$ cat src/sv/lsw_pkg.sv
package lsw_pkg;

    localparam int TIME_W      = 48;
    localparam int LIMIT_W     = 5;
    localparam int AGE_W       = 32;
    localparam int COUNT_OUT_W = 5;
    localparam int CFG_DATA_W  = 32;
    localparam int CFG_IDX_W   = 1;

    localparam logic [CFG_IDX_W-1:0] CFG_REQUEST_LIMIT = 1'd0;
    localparam logic [CFG_IDX_W-1:0] CFG_AGE_LIMIT     = 1'd1;

    localparam logic [LIMIT_W-1:0] REQUEST_LIMIT_RESET = 5'd10;
    localparam logic [AGE_W-1:0]   AGE_LIMIT_RESET     = 32'd2000000;

    typedef logic [TIME_W-1:0] stamp_t;

    typedef struct packed {
        logic shift;
        logic load;
    } cell_ctrl_t;

endpackage

$ cat src/sv/lsw_if.sv
interface lsw_req_if;
    logic                 valid;
    logic                 ready;
    lsw_pkg::stamp_t      request_time;

    modport source (output valid, output request_time, input ready);
    modport sink   (input valid, input request_time, output ready);
endinterface

interface lsw_res_if;
    logic                              valid;
    logic                              ready;
    logic                              allowed;
    logic [lsw_pkg::COUNT_OUT_W-1:0]   live_count;

    modport source (output valid, output allowed, output live_count, input ready);
    modport sink   (input valid, input allowed, input live_count, output ready);
endinterface

$ cat src/sv/sliding_window_log_rate_limiter.sv
// Sliding-window-log rate limiter. Each request beat carries a 48-bit
// time stamp and yields one result beat: allowed, and the number of entries
// left in the log. Admitted times sit in a row of LOG_DEPTH cells, oldest at
// the head cell; an entry is live while (request_time - entry) mod 2^48 is
// below age_limit_ticks. One request is handled at a time: it is taken in
// ST_IDLE and judged in ST_DECIDE; when the log is at the limit and the head
// entry has expired, ST_POP first drops the expired entries. The pop pass is
// paced by the cell row, which shifts one entry toward the head per cycle, and
// by the single age compare on the head cell. A full output register stalls
// the verdict; a finished one waits there while the next request is taken.
// Registers: index 0 request_limit (0 acts as 1, values above LOG_DEPTH act
// as LOG_DEPTH), index 1 age_limit_ticks.
module sliding_window_log_rate_limiter #(
    parameter int LOG_DEPTH = 16
) (
    input  logic                                clk,
    input  logic                                rst_n,
    lsw_req_if.sink                             req,
    lsw_res_if.source                           res,
    input  logic                                cfg_we,
    input  logic [lsw_pkg::CFG_IDX_W-1:0]       cfg_index,
    input  logic [lsw_pkg::CFG_DATA_W-1:0]      cfg_data
);

    localparam int CW   = $clog2(LOG_DEPTH + 1);
    localparam int CMPW = (CW > lsw_pkg::LIMIT_W) ? CW : lsw_pkg::LIMIT_W;

    typedef enum logic [1:0] {
        ST_IDLE,
        ST_DECIDE,
        ST_POP
    } state_t;

    state_t                               state_reg, state_next;
    logic [CW-1:0]                        count_reg, count_next;
    lsw_pkg::stamp_t                      now_reg, now_next;
    logic                                 out_valid_reg, out_valid_next;
    logic                                 allowed_reg, allowed_next;
    logic [lsw_pkg::COUNT_OUT_W-1:0]      live_count_reg, live_count_next;
    logic [lsw_pkg::LIMIT_W-1:0]          request_limit_reg, request_limit_next;
    logic [lsw_pkg::AGE_W-1:0]            age_limit_reg, age_limit_next;

    lsw_pkg::stamp_t                      stamps [LOG_DEPTH];
    lsw_pkg::cell_ctrl_t                  ctrls  [LOG_DEPTH];
    logic                                 push;
    logic                                 shift;

    lsw_pkg::stamp_t                      head_age;
    logic                                 head_live;
    logic [CMPW-1:0]                      limit_eff;
    logic                                 below_limit;
    logic                                 out_free;

    genvar gi;
    generate
        for (gi = 0; gi < LOG_DEPTH; gi++)
        begin : g_cell
            lsw_pkg::stamp_t neighbor;
            if (gi == LOG_DEPTH - 1)
            begin : g_tail
                assign neighbor = stamps[gi];
            end
            else
            begin : g_mid
                assign neighbor = stamps[gi + 1];
            end

            assign ctrls[gi].shift = shift;
            assign ctrls[gi].load  = push && (count_reg == CW'(gi));

            lsw_cell u_cell (
                .clk      (clk),
                .ctrl     (ctrls[gi]),
                .now      (now_reg),
                .neighbor (neighbor),
                .stamp    (stamps[gi])
            );
        end
    endgenerate

    assign head_age  = now_reg - stamps[0];
    assign head_live = head_age < {{(lsw_pkg::TIME_W - lsw_pkg::AGE_W){1'b0}}, age_limit_reg};

    always_comb
    begin
        limit_eff = CMPW'(request_limit_reg);
        if (request_limit_reg == '0)
        begin
            limit_eff = CMPW'(1);
        end
        else if (CMPW'(request_limit_reg) > CMPW'(LOG_DEPTH))
        begin
            limit_eff = CMPW'(LOG_DEPTH);
        end
    end

    assign below_limit = CMPW'(count_reg) < limit_eff;
    assign out_free    = !out_valid_reg || res.ready;

    always_comb
    begin
        state_next         = state_reg;
        count_next         = count_reg;
        now_next           = now_reg;
        out_valid_next     = out_valid_reg && !res.ready;
        allowed_next       = allowed_reg;
        live_count_next    = live_count_reg;
        request_limit_next = request_limit_reg;
        age_limit_next     = age_limit_reg;
        push               = 1'b0;
        shift              = 1'b0;

        if (cfg_we)
        begin
            case (cfg_index)
                lsw_pkg::CFG_REQUEST_LIMIT: request_limit_next = cfg_data[lsw_pkg::LIMIT_W-1:0];
                lsw_pkg::CFG_AGE_LIMIT:     age_limit_next     = cfg_data[lsw_pkg::AGE_W-1:0];
                default:                    ;
            endcase
        end

        case (state_reg)
            ST_IDLE:
            begin
                if (req.valid)
                begin
                    now_next   = req.request_time;
                    state_next = ST_DECIDE;
                end
            end
            ST_DECIDE:
            begin
                if (below_limit)
                begin
                    if (out_free)
                    begin
                        push            = 1'b1;
                        count_next      = count_reg + CW'(1);
                        out_valid_next  = 1'b1;
                        allowed_next    = 1'b1;
                        live_count_next = lsw_pkg::COUNT_OUT_W'(count_reg + CW'(1));
                        state_next      = ST_IDLE;
                    end
                end
                else if (head_live)
                begin
                    if (out_free)
                    begin
                        out_valid_next  = 1'b1;
                        allowed_next    = 1'b0;
                        live_count_next = lsw_pkg::COUNT_OUT_W'(count_reg);
                        state_next      = ST_IDLE;
                    end
                end
                else
                begin
                    state_next = ST_POP;
                end
            end
            ST_POP:
            begin
                if (count_reg != '0 && !head_live)
                begin
                    shift      = 1'b1;
                    count_next = count_reg - CW'(1);
                end
                else if (out_free)
                begin
                    if (count_reg != CW'(LOG_DEPTH))
                    begin
                        push            = 1'b1;
                        count_next      = count_reg + CW'(1);
                        live_count_next = lsw_pkg::COUNT_OUT_W'(count_reg + CW'(1));
                    end
                    else
                    begin
                        live_count_next = lsw_pkg::COUNT_OUT_W'(count_reg);
                    end
                    out_valid_next = 1'b1;
                    allowed_next   = 1'b1;
                    state_next     = ST_IDLE;
                end
            end
            default:
            begin
                state_next = ST_IDLE;
            end
        endcase
    end

    always_ff @(posedge clk or negedge rst_n)
    begin
        if (!rst_n)
        begin
            state_reg         <= ST_IDLE;
            count_reg         <= '0;
            now_reg           <= '0;
            out_valid_reg     <= 1'b0;
            allowed_reg       <= 1'b0;
            live_count_reg    <= '0;
            request_limit_reg <= lsw_pkg::REQUEST_LIMIT_RESET;
            age_limit_reg     <= lsw_pkg::AGE_LIMIT_RESET;
        end
        else
        begin
            state_reg         <= state_next;
            count_reg         <= count_next;
            now_reg           <= now_next;
            out_valid_reg     <= out_valid_next;
            allowed_reg       <= allowed_next;
            live_count_reg    <= live_count_next;
            request_limit_reg <= request_limit_next;
            age_limit_reg     <= age_limit_next;
        end
    end

    assign req.ready      = (state_reg == ST_IDLE);
    assign res.valid      = out_valid_reg;
    assign res.allowed    = allowed_reg;
    assign res.live_count = live_count_reg;

endmodule

$ cat src/sv/lsw_cell.sv
module lsw_cell (
    input  logic                clk,
    input  lsw_pkg::cell_ctrl_t ctrl,
    input  lsw_pkg::stamp_t     now,
    input  lsw_pkg::stamp_t     neighbor,
    output lsw_pkg::stamp_t     stamp
);

    lsw_pkg::stamp_t stamp_reg;
    lsw_pkg::stamp_t stamp_next;

    // shift moves the entry one place toward the head; load takes the new beat's time
    always_comb
    begin
        stamp_next = stamp_reg;
        if (ctrl.shift)
        begin
            stamp_next = neighbor;
        end
        else if (ctrl.load)
        begin
            stamp_next = now;
        end
    end

    always_ff @(posedge clk)
    begin
        stamp_reg <= stamp_next;
    end

    assign stamp = stamp_reg;

endmodule

$ cat src/flat_wrapper.sv
// flat-port wrapper written by rule: the top's interface ports become plain ports
module sliding_window_log_rate_limiter_flat 
#(
    parameter int LOG_DEPTH = 16
)
  (clk, rst_n, cfg_we, cfg_index, cfg_data, req_valid, req_request_time, req_ready, res_valid, res_allowed, res_live_count, res_ready);
  lsw_req_if req_i ();
  lsw_res_if res_i ();
  input  logic clk;
  input  logic rst_n;
  input  logic cfg_we;
  input  logic [lsw_pkg::CFG_IDX_W-1:0] cfg_index;
  input  logic [lsw_pkg::CFG_DATA_W-1:0] cfg_data;
  input wire logic [$bits(req_i.valid)-1:0] req_valid;
  input wire logic [$bits(req_i.request_time)-1:0] req_request_time;
  output wire logic [$bits(req_i.ready)-1:0] req_ready;
  output wire logic [$bits(res_i.valid)-1:0] res_valid;
  output wire logic [$bits(res_i.allowed)-1:0] res_allowed;
  output wire logic [$bits(res_i.live_count)-1:0] res_live_count;
  input wire logic [$bits(res_i.ready)-1:0] res_ready;
  assign req_i.valid = req_valid;
  assign req_i.request_time = req_request_time;
  assign req_ready = req_i.ready;
  assign res_valid = res_i.valid;
  assign res_allowed = res_i.allowed;
  assign res_live_count = res_i.live_count;
  assign res_i.ready = res_ready;
  sliding_window_log_rate_limiter #(.LOG_DEPTH(LOG_DEPTH)) u_core (.clk(clk), .rst_n(rst_n), .req(req_i), .res(res_i), .cfg_we(cfg_we), .cfg_index(cfg_index), .cfg_data(cfg_data));
endmodule
$ cat config.mk
export PLATFORM = sky130hd
export DESIGN_NAME = sliding_window_log_rate_limiter_flat
export DESIGN_NICKNAME = d
export VERILOG_FILES = /design/src/sv/lsw_pkg.sv /design/src/sv/lsw_if.sv /design/src/sv/sliding_window_log_rate_limiter.sv /design/src/sv/lsw_cell.sv /design/src/flat_wrapper.sv
export SDC_FILE = /design/constraint.sdc
export NUM_CORES = 1
export LEC_CHECK = 0
export ABC_AREA = 1
export BUFFER_PORTS_ARGS = -buffer_cell sky130_fd_sc_hd__clkbuf_2
export CAP_MARGIN = 25
export CORE_MARGIN = 2
export CORE_UTILIZATION = 65
export DETAILED_ROUTE_END_ITERATION = 8
export PLACE_DENSITY = 0.82
export SYNTH_ARGS = -nofsm -noshare
export SYNTH_HDL_FRONTEND = slang
export SYNTH_HIERARCHICAL = 1
export SYNTH_SLANG_ARGS = --single-unit
$ cat constraint.sdc
create_clock -name clk -period 11.06 [get_ports clk]
set_clock_uncertainty 0.1 [all_clocks]
set_input_delay 0.553 -clock clk [delete_from_list [all_inputs] [get_ports clk]]
set_output_delay 0.553 -clock clk [all_outputs]
set_load 0.05 [all_outputs]
==> flow_summary_export.csv <==
group,metric,value,unit
run_status,outcome,"completed",
timing,grt_setup_unrepaired,"no",
clock_network,postCtsSetupRepairBufs,0,
routing,first_pass_iters,6,
global_routing,grt_pass1_vias,31300,
yosys,yosysTopAreaCell,"edfxtp_1",
timing,relSlewSlack,33.5,%
timing,worstMarginPinSlew,0.998,ns
power,vdd_drop_max,0.177,mV
place,place_inst,5520,
clock_network,clock_latency,0.65,ns
clock_network,htreeDepth,3,
timing,finalSetupTns,0,ns
power,p_leak,21.1,nW
global_routing,grt_max_degree,192,
routing,drt-initial-drc-count,2965,
yosys,synth.area.top_cells,"edfxtp_1 (54%), nand2_1 (24%), dfrtp_1 (5.3%), ha_1 (2.7%), inv_1 (2.6%)",
global_routing,met1_usage,37.6,%
timing,slew_viol_final,0,
routing,routed_wl,99.0,mm
timing,finalCriticalPeriod,7.01,ns
global_routing,grt-ovfl-total,0,
place,dp_slack,4.21,ns
global_routing,met2_usage,52.8,%
place,dpl_cell_area,0.0431,sq mm
finish,fin_area,0.0460,sq mm
clock_network,path_clk_slew,0.06,ns
timing,setup_viol,0,
clock_network,cts-resized-gates,0,
clock_network,cts_buffers,89,
die,rows,93,
timing,final-hold-violation-count,0,
clock_network,tritoncts,"yes",
yosys,syn_inst,4735,
global_routing,grt_use_met3,3.87,%
yosys,ys_warn_count,6,
finish,instances_no_fill,5684,
min_path,hold_path.class,"in -> reg",
finish,fin_nets,4938,
timing,timing.final.crit_share,63.4,%
worst_setup_path,crit_arrival,7.42,ns
yosys,yosys.area.top_type_share,54.0,%
yosys,syn_area_per_cell,9.01,sq um
die,die_h,260,um
die,fp.dieW,260,um
routing,post-route-drc-count,0,
clock_network,cts-root-buf,"clkbuf_16",
yosys,yosysSeqAreaShare,59.9,%
place,io_buffers,93,
timing,fin_hold_ws,0.0350,ns
finish,drive_above_1_share,7.62,%
worst_setup_path,crit_type,"reg -> reg",
worst_setup_path,cp-start-kind,"flop",
routing,post_drt_wl_per_cell,17.4,um
power,powerDensity,295,mW/mm^2
routing,viasPerCell,5.47,
yosys,syn_nets,4914,
die,die-area,0.0677,sq mm
clock_network,ctsHoldBuffers,2,
global_routing,grtUsageTotal,29.9,%
global_routing,grt_pass1_wl,159,mm
place,place.gp.congestion,0.964,
yosys,synth_seq_cells,867,
die,initial_core_util,66.0,%
run,drv_cap,0,
clock_network,clock_sinks,867,
worst_setup_path,cp_max_fo,150,
clock_network,cts_buffer_depth,3,
worst_setup_path,worst_ep_required_time,11.47,ns
routing,vias,31100,
finish,area_delta_synth_final,7.90,%
die,fp.coreArea,0.0647,sq mm
finish,largest_reg_flops,768,
global_routing,antenna_found_initial,0,
worst_setup_path,worst_setup_path_end_kind,"flop",
finish,insertedDiodeCount,0,
yosys,synth_cell_type_count,50,
timing,fin_ws,4.05,ns
yosys,synthesis.area,0.0427,sq mm
place,dp_hpwl,63.7,mm
timing,fmax,143,MHz
routing,ant_nets,0,
global_routing,grt-busiest-layer,"met2",
die,num_io_pins,94,
## path summary, 6_finish.rpt
path | startpoint | to | slack [ns] | depth (start not counted)
min in group asynchronous | rst_n | u_core/age_limit_reg[2] | 0.33 | 2
worst min register to register | u_core/age_limit_reg[10] | u_core/age_limit_reg[10] | 0.38 | 2
worst max register to register | u_core/now_reg[12] | u_core/g_cell[7].u_cell/stamp[37] | 4.05 | 27
max in group asynchronous | rst_n | u_core/now_reg[42] | 9.23 | 3
worst max-delay path | u_core/now_reg[12] | u_core/g_cell[7].u_cell/stamp[37] | 4.05 | 27
worst min-delay path | req_request_time[12] | u_core/now_reg[12] | 0.03 | 2
## metrics by stage
step	util (%)	power (mW)
2_1_floorplan	-	9.09
3_3_place_gp	66.5	10.3
3_5_place_dp	66.6	10.6
4_1_cts	71.1	13.6
5_1_grt	71.2	14.5
6_report	71.2	13.6
## worst max-delay path, cell delays in order (launching register included)
cell and delay (ns):
dfrtp_1 0.92, ha_1 0.43, nand2_1 0.12, inv_1 0.08
nand2_1 0.07, nand2_1 0.13, a21oi_1 0.15, nand2_1 0.22
a31oi_1 0.23, xnor2_1 0.16, ha_1 0.29, a21oi_1 0.13
nor2_1 0.05, a211oi_1 0.18, o21ai_0 0.14, a21oi_1 0.27
nand3_1 0.12, nor2_1 0.10, nand2_1 0.07, nor2_2 0.27
nand3_4 0.22, nand2_4 0.22, nor2_4 0.05, buf_12 0.20
buf_4 0.55, inv_2 0.79, nand2_1 0.17, nand2_1 0.13
## cells by family after synthesis
group	count (synthesis)	share of synthesized area, %
simple gates	3041	27.5
flops	867	59.9
buf+inv	508	6.03
compound gates	142	1.86
fa+ha+maj	93	2.74
mux	47	1.24
xor+xnor	37	0.759
## Yosys cell counts, drive strengths merged
cell / count
a211oi: 2
a21boi: 2
a21o: 3
a21oi: 81
a31oi: 5
and2: 1
buf: 179
clkbuf: 13
dfrtp: 90
dfstp: 9
edfxtp: 768
fa: 1
ha: 92
inv: 316
mux2: 47
nand2: 2769
nand3: 65
nand3b: 4
nand4: 17
nor2: 154
nor3: 12
nor4: 1
o2111ai: 1
o211ai: 1
o21a: 3
o21ai: 31
o21bai: 10
o221ai: 2
o22ai: 1
or2: 16
or4: 2
xnor2: 9
xor2: 28
## report_power, final
| part | internal [mW] | total (mW) | leakage, nW | switching [mW] |
|---|---|---|---|---|
| logic | 1.63 | 4.94 | 11.5 | 3.31 |
| clock network | 1.71 | 2.96 | 1.40 | 1.25 |
| registers | 4.85 | 5.66 | 8.15 | 0.807 |
## layer usage
| metal | vias up | part of all wire [%] |
|---|---|---|
| met3 | 217 | 6.3 |
| met5 | - | 0 |
| met2 | 1151 | 50 |
| li1 | 15100 | - |
| met1 | 14600 | 40 |
| met4 | 0 | 3.4 |
## layout make-up
type,instances,area [sq um]
repair buffers,125,788
multi-input cells,3360,14600
fillers,4667,18700
inverters,316,1190
clock inverters,46,487
clock buffers,115,2410
flip-flops and latches,867,25600
well taps,855,1070
## placed cells by master (no fill, tap or decap), drive strengths merged, types with 47 or more instances in the layout
master,n
mux2,47
nand2,2769
nor2,154
nand3,65
dfrtp,90
inv,317
a21oi,81
edfxtp,768
ha,92
clkbuf,207
No activity file was read; power rests on OpenSTA's default activity.
